==> src/hw/rtl/jsu_pkg.sv <==
// Shared types, codes and helpers for the JSON string unescaper.
`timescale 1ns / 1ps
`default_nettype none

package jsu_pkg;

    typedef enum logic [2:0] {
        MODE_NORMAL = 3'd0,
        MODE_ESCAPE = 3'd1,
        MODE_HEX1   = 3'd2,
        MODE_HEX2   = 3'd3,
        MODE_HEX3   = 3'd4,
        MODE_HEX4   = 3'd5
    } mode_t;

    localparam logic [2:0] ERR_NONE      = 3'd0;
    localparam logic [2:0] ERR_ESCAPE    = 3'd1;
    localparam logic [2:0] ERR_PREMATURE = 3'd2;
    localparam logic [2:0] ERR_HEX       = 3'd3;
    localparam logic [2:0] ERR_SURROGATE = 3'd4;

    localparam logic [7:0] CH_BACKSLASH = 8'h5C;
    localparam logic [7:0] CH_QUOTE     = 8'h22;
    localparam logic [7:0] CH_T         = 8'h74;
    localparam logic [7:0] CH_B         = 8'h62;
    localparam logic [7:0] CH_F         = 8'h66;
    localparam logic [7:0] CH_N         = 8'h6E;
    localparam logic [7:0] CH_R         = 8'h72;
    localparam logic [7:0] CH_U         = 8'h75;

    localparam logic [7:0] CTRL_TAB = 8'h09;
    localparam logic [7:0] CTRL_BS  = 8'h08;
    localparam logic [7:0] CTRL_FF  = 8'h0C;
    localparam logic [7:0] CTRL_LF  = 8'h0A;
    localparam logic [7:0] CTRL_CR  = 8'h0D;

    localparam logic [7:0] PRINT_LOW  = 8'h1F;
    localparam logic [7:0] PRINT_HIGH = 8'h80;

    localparam logic [5:0] SURR_HIGH_TAG = 6'b110110;
    localparam logic [5:0] SURR_LOW_TAG  = 6'b110111;

    typedef struct packed {
        mode_t       mode;
        logic [15:0] hex_acc;
        logic        high_pending;
        logic        dropping;
    } parse_state_t;

    typedef struct packed {
        logic [15:0] code_unit;
        logic        unit_valid;
        logic [2:0]  error_code;
        logic        string_end;
    } result_t;

    localparam parse_state_t STATE_RESET = '{
        mode:         MODE_NORMAL,
        hex_acc:      16'h0000,
        high_pending: 1'b0,
        dropping:     1'b0
    };

    // Bit 4 set flags a byte that is not a hex digit.
    function automatic logic [4:0] hex_value(input logic [7:0] b);
        logic [4:0] v;
        v = 5'd16;
        if (b >= 8'h30 && b <= 8'h39) begin
            v = {1'b0, 4'(b - 8'h30)};
        end else if (b >= 8'h41 && b <= 8'h46) begin
            v = {1'b0, 4'(b - 8'h41 + 8'd10)};
        end else if (b >= 8'h61 && b <= 8'h66) begin
            v = {1'b0, 4'(b - 8'h61 + 8'd10)};
        end
        return v;
    endfunction

endpackage

`default_nettype wire

==> src/hw/rtl/json_string_unescape.sv <==
// Top level of the streaming JSON string unescaper.
`timescale 1ns / 1ps
`default_nettype none

// Streaming JSON string unescaper. One escaped byte enters per cycle while
// in_stall is low, with in_last on the final byte of a string; each byte yields
// zero or one result that carries a 16-bit UTF-16 code unit or an error code,
// with string_end set on the final result of the string. The sustained rate is
// one byte per clock while out_stall stays low: the parse state updates through
// combinational decode logic, and a two-entry result buffer (output register
// plus skid register) lets input continue after out_stall rises until the skid
// register fills. in_stall is a registered signal.
module json_string_unescape (
    input  wire logic        clk,
    input  wire logic        rst_n,
    input  wire logic        in_valid,
    output logic             in_stall,
    input  wire logic [7:0]  in_byte,
    input  wire logic        in_last,
    output logic             out_valid,
    input  wire logic        out_stall,
    output logic [15:0]      code_unit,
    output logic             unit_valid,
    output logic [2:0]       error_code,
    output logic             string_end
);

    jsu_pkg::parse_state_t state_reg;
    jsu_pkg::parse_state_t state_next;
    jsu_pkg::result_t      dec_result;
    logic                  dec_valid;

    jsu_pkg::result_t      out_reg;
    logic                  out_valid_reg;
    jsu_pkg::result_t      skid_reg;
    logic                  skid_valid_reg;

    logic                  in_take;
    logic                  out_take;

    assign in_take  = in_valid && !skid_valid_reg;
    assign out_take = out_valid_reg && !out_stall;

    jsu_decode u_decode (
        .state        (state_reg),
        .in_byte      (in_byte),
        .in_last      (in_last),
        .state_next   (state_next),
        .result       (dec_result),
        .result_valid (dec_valid)
    );

    // Advance the parse state on each accepted transaction.
    always_ff @(posedge clk or negedge rst_n)
    begin
        if (!rst_n) begin
            state_reg <= jsu_pkg::STATE_RESET;
        end else if (in_take) begin
            state_reg <= state_next;
        end
    end

    always_ff @(posedge clk or negedge rst_n)
    begin
        if (!rst_n) begin
            out_valid_reg  <= 1'b0;
            skid_valid_reg <= 1'b0;
        end else if (skid_valid_reg) begin
            if (out_take) begin
                out_valid_reg  <= 1'b1;
                skid_valid_reg <= 1'b0;
            end
        end else if (!out_valid_reg || out_take) begin
            out_valid_reg <= in_take && dec_valid;
        end else if (in_take && dec_valid) begin
            skid_valid_reg <= 1'b1;
        end
    end

    always_ff @(posedge clk)
    begin
        if (skid_valid_reg) begin
            if (out_take) begin
                out_reg <= skid_reg;
            end
        end else if (!out_valid_reg || out_take) begin
            out_reg <= dec_result;
        end else begin
            skid_reg <= dec_result;
        end
    end

    assign in_stall   = skid_valid_reg;
    assign out_valid  = out_valid_reg;
    assign code_unit  = out_reg.code_unit;
    assign unit_valid = out_reg.unit_valid;
    assign error_code = out_reg.error_code;
    assign string_end = out_reg.string_end;

    a_skid_needs_out: assert property (@(posedge clk) disable iff (!rst_n)
        skid_valid_reg |-> out_valid_reg)
        else $error("skid register holds a result while the output register is empty");

    a_unit_or_error: assert property (@(posedge clk) disable iff (!rst_n)
        out_valid_reg |-> !(out_reg.unit_valid && out_reg.error_code != jsu_pkg::ERR_NONE))
        else $error("result carries both a code unit and an error");

    a_error_ends: assert property (@(posedge clk) disable iff (!rst_n)
        (out_valid_reg && out_reg.error_code != jsu_pkg::ERR_NONE) |-> out_reg.string_end)
        else $error("error result without string_end");

    a_last_resets: assert property (@(posedge clk) disable iff (!rst_n)
        (in_take && in_last) |=> (state_reg == jsu_pkg::STATE_RESET))
        else $error("parse state not cleared after the final byte");

endmodule

`default_nettype wire

==> src/hw/rtl/jsu_decode.sv <==
// Per-byte decode: next parse state and the result for one input byte.
`timescale 1ns / 1ps
`default_nettype none

module jsu_decode (
    input  wire jsu_pkg::parse_state_t state,
    input  wire logic [7:0]            in_byte,
    input  wire logic                  in_last,
    output jsu_pkg::parse_state_t      state_next,
    output jsu_pkg::result_t           result,
    output logic                       result_valid
);

    logic        have;
    logic [15:0] unit;
    logic [2:0]  err;
    logic [4:0]  digit;
    logic        is_high;
    logic        is_low;
    jsu_pkg::parse_state_t work;

    always_comb
    begin
        work         = state;
        have         = 1'b0;
        unit         = 16'h0000;
        err          = jsu_pkg::ERR_NONE;
        digit        = jsu_pkg::hex_value(in_byte);
        is_high      = 1'b0;
        is_low       = 1'b0;
        state_next   = state;
        result       = '0;
        result_valid = 1'b0;

        if (state.dropping) begin
            if (in_last) begin
                state_next = jsu_pkg::STATE_RESET;
            end
        end else begin
            unique case (state.mode)
                jsu_pkg::MODE_ESCAPE:
                begin
                    work.mode = jsu_pkg::MODE_NORMAL;
                    have      = 1'b1;
                    unique case (in_byte)
                        jsu_pkg::CH_BACKSLASH: unit = {8'h00, jsu_pkg::CH_BACKSLASH};
                        jsu_pkg::CH_QUOTE:     unit = {8'h00, jsu_pkg::CH_QUOTE};
                        jsu_pkg::CH_T:         unit = {8'h00, jsu_pkg::CTRL_TAB};
                        jsu_pkg::CH_B:         unit = {8'h00, jsu_pkg::CTRL_BS};
                        jsu_pkg::CH_F:         unit = {8'h00, jsu_pkg::CTRL_FF};
                        jsu_pkg::CH_N:         unit = {8'h00, jsu_pkg::CTRL_LF};
                        jsu_pkg::CH_R:         unit = {8'h00, jsu_pkg::CTRL_CR};
                        jsu_pkg::CH_U:
                        begin
                            have         = 1'b0;
                            work.mode    = jsu_pkg::MODE_HEX1;
                            work.hex_acc = 16'h0000;
                        end
                        default:
                        begin
                            if (in_byte > jsu_pkg::PRINT_LOW && in_byte < jsu_pkg::PRINT_HIGH)
                            begin
                                unit = {8'h00, in_byte};
                            end else begin
                                have = 1'b0;
                                err  = jsu_pkg::ERR_ESCAPE;
                            end
                        end
                    endcase
                end
                jsu_pkg::MODE_HEX1, jsu_pkg::MODE_HEX2,
                jsu_pkg::MODE_HEX3, jsu_pkg::MODE_HEX4:
                begin
                    if (digit[4]) begin
                        err = jsu_pkg::ERR_HEX;
                    end else begin
                        work.hex_acc = {state.hex_acc[11:0], digit[3:0]};
                        if (state.mode == jsu_pkg::MODE_HEX4) begin
                            unit      = work.hex_acc;
                            have      = 1'b1;
                            work.mode = jsu_pkg::MODE_NORMAL;
                        end else begin
                            work.mode = jsu_pkg::mode_t'(state.mode + 3'd1);
                        end
                    end
                end
                default:
                begin
                    work.mode = jsu_pkg::MODE_NORMAL;
                    if (in_byte == jsu_pkg::CH_BACKSLASH) begin
                        work.mode = jsu_pkg::MODE_ESCAPE;
                    end else begin
                        unit = {8'h00, in_byte};
                        have = 1'b1;
                    end
                end
            endcase

            is_high = (unit[15:10] == jsu_pkg::SURR_HIGH_TAG);
            is_low  = (unit[15:10] == jsu_pkg::SURR_LOW_TAG);

            if (err == jsu_pkg::ERR_NONE && have) begin
                priority if (state.high_pending) begin
                    if (is_low) begin
                        work.high_pending = 1'b0;
                    end else begin
                        err = jsu_pkg::ERR_SURROGATE;
                    end
                end else if (is_low) begin
                    err = jsu_pkg::ERR_SURROGATE;
                end else if (is_high) begin
                    work.high_pending = 1'b1;
                end
            end

            if (err == jsu_pkg::ERR_NONE && in_last) begin
                priority if (work.mode == jsu_pkg::MODE_ESCAPE) begin
                    err = jsu_pkg::ERR_PREMATURE;
                end else if (work.mode == jsu_pkg::MODE_HEX1
                          || work.mode == jsu_pkg::MODE_HEX2
                          || work.mode == jsu_pkg::MODE_HEX3
                          || work.mode == jsu_pkg::MODE_HEX4) begin
                    err = jsu_pkg::ERR_HEX;
                end else if (work.high_pending) begin
                    err = jsu_pkg::ERR_SURROGATE;
                end
            end

            if (err != jsu_pkg::ERR_NONE) begin
                result.error_code   = err;
                result.string_end   = 1'b1;
                result_valid        = 1'b1;
                state_next          = jsu_pkg::STATE_RESET;
                state_next.dropping = !in_last;
            end else if (have) begin
                result.code_unit  = unit;
                result.unit_valid = 1'b1;
                result.string_end = in_last;
                result_valid      = 1'b1;
                state_next        = in_last ? jsu_pkg::STATE_RESET : work;
            end else begin
                state_next = work;
            end
        end
    end

endmodule

`default_nettype wire
==> config.mk <==
export PLATFORM = sky130hd
export DESIGN_NAME = json_string_unescape
export DESIGN_NICKNAME = d
export VERILOG_FILES = /design/src/hw/rtl/jsu_pkg.sv /design/src/hw/rtl/json_string_unescape.sv /design/src/hw/rtl/jsu_decode.sv
export SDC_FILE = /design/constraint.sdc
export NUM_CORES = 1
export LEC_CHECK = 0
export ABC_CLOCK_PERIOD_IN_PS = 2800
export BUFFER_PORTS_ARGS = -buffer_cell sky130_fd_sc_hd__buf_2
export CAP_MARGIN = 20
export CORE_MARGIN = 2
export CORE_UTILIZATION = 53
export DETAILED_ROUTE_END_ITERATION = 16
export HOLD_SLACK_MARGIN = 0.15
export MAX_ROUTING_LAYER = met4
export PLACE_DENSITY = 0.77
export SLEW_MARGIN = 20
export SYNTH_ARGS = -nofsm -noshare
export SYNTH_HDL_FRONTEND = slang
export SYNTH_SLANG_ARGS = --single-unit
==> constraint.sdc <==
create_clock -name clk -period 2.8 [get_ports clk]
set_input_delay 0.14 -clock clk [delete_from_list [all_inputs] [get_ports clk]]
set_output_delay 0.14 -clock clk [all_outputs]
set_load 0.005 [all_outputs]
==> results.cfg, run 1 <==
[setup_path]
cp-start-kind = register
cpPeakStageDelay_ns = 0.49
crit_path_cell_trace = buf_4, or3b_2, a211oi_2, nor4_2, o2111ai_2, nor2b_4, o2111ai_4, a31oi_1, mux2_2
path_max_fanout = 6
critPathRequiredTime_ns = 3.01
r2r_slack_ns = 0.09
end_kind = register
cp_slowest_cell = or3b_2
path_class = register to register
critical_path_arrival_ns = 2.92

[power]
p_leak_uw = 0.001821
p_int_uw = 1963
power_density_mw_per_mm2 = 629.2
clkPwrFrac_pct = 27.7
p_total_uw = 2789
seqPwrFrac_pct = 48.4
pwr-share-comb_pct = 23.9
ir_drop_mv = 0.5479
switching_power_uw = 826.1
swShare_pct = 29.62

[hold_path]
hold_class = input port to asynchronous set/reset pin

[timing]
drv_slew = 0
timing.hold.ws_ns = 0.2557
setup_tns_ns = 0
finalCritPeriodShare_pct = 96.81
finalSetupViolCount = 0
setup_slack_ns = 0.08928
tightest_slew_ns = 0.7127
min_period_ns = 2.711
fin_skew_ns = 0.007660
max_slew_margin_pct = 52.12
max_freq_mhz = 368.9
report.final.hold_viol_count = 0

[global_route]
grtUsageTotal_pct = 24.22
grt_pass1_vias = 2707
antenna_found_initial = 0
grt_max_degree = 23
overflow = 0
grt_pass1_wl_um = 13270

[clock_network]
insertion_delay_ns = 0.34
cts_tree = yes
cts.path.max_buffers = 2
cts_num_sinks = 61
cts_root_buffer = clkbuf_8
cts_buffers = 9
cts_max_level = 3
path_clk_slew_ns = 0.07

[route]
drtAntennaViolNets = 0
drt_iter0_markers = 210
drt_wl_total_um = 8425
routed_via_density = 6.083
avgRoutedWirePerCell_um = 17.55
route.detailed.drc = 0
first_pass_iters = 4
num_vias = 2920

[placed_design]
place_congestion = 0.9428
portBuffers = 35
post-place-ws_ns = -0.2265
hpwl_um = 6119

[synthesis]
synth_seq_cells = 61
synth_most_common_cell = edfxtp_1
syn_avg_cell_area_um2 = 11.11
yosysWarnings = 0
synthTopCellsByArea = edfxtp_1, dfrtp_1, a22o_1, nand2_1, nor2_1
yosysSeqAreaShare_pct = 49.15
synthDistinctLibCells = 72
synth_top_cell_area_share_pct = 35.69
syn_area_mm2 = 0.003533
synth_ff_type = edfxtp_1
syn-instance-count = 318
synth_top_cell_by_area = edfxtp_1
synth_common_cells = edfxtp_1, nand2_1, nor2_1, dfrtp_1, o21ai_0
syn-num-nets = 336
synth-async-reset-ratio_pct = 31.15
synth_enable_flop_cells = 42

[floorplan]
io_pins = 36
fp.dieW_um = 85.65
core.rowCount = 29
core-area_mm2 = 0.006386
initial_core_util_pct = 55.33
die_y_um = 85.65
dieArea_mm2 = 0.007336

[outcome]
outcome = finished, final reports clean

[layout]
antenna_cells = 0
largest_reg_flops = 21
drive_above_1_share_pct = 35.73
area_growth_pct = 25.46
fin_nets = 416

[flow_run]
cap_violations = 0
layout make-up:
| class | count | area (um2) |
|---|---|---|
| well taps | 77 | 96.34 |
| inverters | 9 | 33.78 |
| clock inverters | 7 | 75.07 |
| repair buffers | 89 | 590.6 |
| fillers | 494 | 1953 |
| flip-flops and latches | 61 | 1738 |
| clock buffers | 9 | 123.9 |
| multi-input cells | 228 | 1775 |
logic make-up (layout without fill, tap and decap cells):
kind of cell | count (synthesis) | after routing | share of synthesized area, %
and+or+nand+nor | 119 | 119 | 20.18
DFF | 61 | 61 | 49.15
adders and majority gates | 5 | 5 | 1.771
buffers and inverters | 29 | 114 | 3.895
muxes | 5 | 5 | 1.487
AOI/OAI and AO/OA | 96 | 96 | 22.77
xor gates and xnor gates | 3 | 3 | 0.7438
metrics by stage:
stage,util [%],instances,instance area [um2]
finish,69.42,480,4433
global route,69.42,480,4433
CTS,67.85,477,4333
detailed placement,63.30,455,4043
global placement,63.30,455,4043
floorplan,-,318,3533
placed cells by master, fill, tap and decap left out, types with 3 or more instances in the layout:
cell type and n:
dlygate4sd3_1 4, nand2_1 27, a22o_1 17, clkbuf_8 9, edfxtp_1 42, nor2_1 26
a22oi_1 4, clkinvlp_4 3, nor3_1 3, o31ai_1 7, o211ai_1 3, a21oi_1 3
buf_2 35, inv_1 9, nor3b_1 4, nand2b_1 5, and2_1 14, a22o_2 4
nand4_1 4, a31oi_1 3, dfrtp_1 18, a21o_1 3, ha_1 4, buf_4 50
and4b_1 3, o31ai_2 3, o21ai_0 17
metal layers:
layer / wire length [um] / vias to the layer above / share of wire, % / track usage [%]
li1: - / 1388 / - / -
met1: 3720 / 1378 / 44 / 33.23
met2: 3946 / 132 / 47 / 36.51
met3: 559 / 22 / 6.6 / 4.042
met4: 199 / 0 / 2.4 / 8.947
met5: 0 / - / 0 / -
power by group through the flow:
| stage | logic (uW) | registers, uW | clock network [uW] |
|---|---|---|---|
| 2_1_floorplan | 366 | 1370 | 0 |
| 3_3_place_gp | 632 | 1360 | 0 |
| 3_5_place_dp | 650 | 1370 | 0 |
| 4_1_cts | 666 | 1350 | 790 |
| 5_1_grt | 728 | 1370 | 829 |
| 6_report | 665 | 1350 | 774 |
path summary, 6_finish.rpt:
| check | start | end | depth (start not counted) |
|---|---|---|---|
| worst max-delay path | state_reg[19]$_DFFE_PN0P_ | code_unit[0]$_DFFE_PP_ | 9 |
| worst min-delay path | rst_n | state_reg[18]$_DFFE_PN0P_ | 2 |
| worst max register to register | state_reg[19]$_DFFE_PN0P_ | code_unit[0]$_DFFE_PP_ | 9 |
| worst min register to register | skid_reg[8]$_DFFE_PP_ | code_unit[3]$_DFFE_PP_ | 2 |
| max in group asynchronous | rst_n | state_reg[19]$_DFFE_PN0P_ | 2 |
| min in group clk | in_byte[4] | skid_reg[9]$_DFFE_PP_ | 4 |
worst max-delay path: cells and delay by family, from the launching register on:
family / cells / cell delay, ns
AOI/OAI and AO/OA: 4 / 0.98
buffers and inverters: 1 / 0.14
DFF: 1 / 0.45
muxes: 1 / 0.21
and+or+nand+nor: 3 / 0.79
what timing repair did:
item                                    in CTS  in global routing
hold buffers                                 4                  0
endpoints found under the hold margin       22                  0
resized for setup                            8                 14
setup buffers                                2                  3
pin swaps                                    2                  8
endpoints found under the setup margin      38                 33
(Power assumes the default switching activity.)
==> inputs of run 2 (changes only) <==
- REMOVE_ABC_BUFFERS: not set -> 1
==> results.cfg, run 2 (same netlist as run 1, synthesis figures left out) <==
[setup_path]
r2r_slack_ns = 0.05
critPathRequiredTime_ns = 3.08
timing.rr.start = state_reg[19]$_DFFE_PN0P_
path_max_fanout = 6
cp-start-kind = register
rr_endpoint = state_reg[9]$_DFFE_PN0P_
end_kind = register
path_class = register to register
rr_worst_depth = 10
critical_path_arrival_ns = 3.03

[floorplan]
initial_core_util_pct = 55.33
core-area_mm2 = 0.006386
io_pins = 36
core.rowCount = 29
fp.dieW_um = 85.65
die_y_um = 85.65
dieArea_mm2 = 0.007336

[clock_network]
cts_num_sinks = 61
cts_buffers = 9
cts_root_buffer = clkbuf_8
cts.path.max_buffers = 2
cts_tree = yes
path_clk_slew_ns = 0.08
cts_max_level = 3
insertion_delay_ns = 0.34

[global_route]
grt_pass1_vias = 2769
busiest_layer = met2
antenna_found_initial = 0
met3_usage_pct = 3.946
grt.met1_usage_pct = 32.68
grt_pass1_wl_um = 13620
overflow = 0
grt_max_degree = 36
globalRouteMet2Util_pct = 38.28
grtUsageTotal_pct = 24.38

[power]
p_leak_uw = 0.001820
power_density_mw_per_mm2 = 652.5
ir_drop_mv = 0.4861
p_total_uw = 2908

[layout]
utilization_pct = 69.79
fillCellCount = 464
largest_reg_flops = 21
drive_above_1_share_pct = 36.43
final_common_cell = buf_4
antenna_cells = 0
final_cell_mix = buf_4, edfxtp_1, buf_2
fin_nets = 411
final_area_mm2 = 0.004457
final_cells = 475
area_growth_pct = 26.13

[timing]
min_period_ns = 2.749
max_freq_mhz = 363.8
tightest_slew_ns = 0.6591
fin_skew_ns = 0.009475
finalCritPeriodShare_pct = 98.18
timing.hold.ws_ns = 0.2638
drv_slew = 0
finalSetupViolCount = 0
max_slew_margin_pct = 55.82
report.final.hold_viol_count = 0

[route]
drt_wl_total_um = 8609
first_pass_iters = 4
routed_via_density = 6.179
drtAntennaViolNets = 0
num_vias = 2935
avgRoutedWirePerCell_um = 18.12
route.detailed.drc = 0
drt_iter0_markers = 173

[placed_design]
post_dp_cell_area_mm2 = 0.004005
place_inst = 450
place_congestion = 0.9756
portBuffers = 35
hpwl_um = 6086

[outcome]
outcome = finished, final reports clean

[hold_path]
hold_class = input port to asynchronous set/reset pin

[flow_run]
cap_violations = 0
run 2: cell count changes in the layout (fill, tap and decap cells not counted), moves of 2 or more:
cell | before | now
buf_6 | 0 | 2
buf_4 | 50 | 43
clkinvlp_4 | 3 | 1
nor3_1 | 3 | 1
a31oi_1 | 3 | 1
a31oi_2 | 0 | 2
nor3_2 | 0 | 2
run 2: power breakdown:
part	leakage, uW	total, uW	internal (uW)	switching (uW)
combinational	0.00104	704	283	420
sequential	0.000670	1330	1270	63.4
clock	0.000110	874	505	369
total	0.00182	2910	2060	852
run 2: final cells by class:
cell class                      count  area [um2]  share of cell area [%]
Multi-Input combinational cell    228        1805                   40.51
Clock buffer                        9       123.9                   2.779
Inverter                            9       33.78                  0.7580
Timing Repair Buffer               84       560.5                   12.58
Sequential cell                    61        1738                   39.00
Tap cell                           77       96.34                   2.162
Clock inverter                      7       98.84                   2.218
run 2: worst max-delay path by stage:
stage                                   start                  endpoint  slack [ns]  cells past startpoint
CTS                 state_reg[19]$_DFFE_PN0P_  state_reg[8]$_DFFE_PN0P_       0.003                     12
detailed placement                 in_byte[1]  state_reg[8]$_DFFE_PN0P_       -0.09                     13
floorplan                          in_byte[1]    code_unit[0]$_DFFE_PP_       -0.01                     10
finish              state_reg[19]$_DFFE_PN0P_  state_reg[9]$_DFFE_PN0P_        0.05                     10
global route        state_reg[18]$_DFFE_PN0P_  state_reg[9]$_DFFE_PN0P_       -0.03                     12
global placement                   in_byte[0]  state_reg[6]$_DFFE_PN0P_       0.008                     12
run 2: layer usage:
layer,wire (um),part of all wire (%),vias up
met5,0,0,-
met4,131,1.5,0
met3,419,4.9,12
met2,4219,49,90
met1,3838,45,1454
li1,-,-,1379
run 2: worst max-delay path, stage by stage, from the launching register on:
cell and delay, ns:
dfrtp_1 0.41, and2_4 0.16, ha_4 0.17, or3_4 0.39
buf_4 0.16, a2bb2oi_1 0.24, and2_2 0.29, o211ai_4 0.14
nor4_4 0.38, buf_4 0.21, a22o_1 0.13
run 2: through the flow:
step / setup slack (ns) / TNS (ns)
after floorplan: -0.01260 / -0.03406
after global placement: 0.008366 / 0
after detailed placement: -0.08526 / -1.216
after CTS: 0.003073 / 0
after global routing: -0.02791 / -0.1401
final: 0.05087 / 0
run 2: repair_timing:
action / 4_1_cts / 5_1_grt
endpoints found under the hold margin: 22 / 0
setup buffers: 0 / 4
hold buffers: 4 / 0
cloned: 0 / 1
resized for setup: 7 / 25
setup endpoints to repair: 41 / 55
pin swaps: 0 / 8
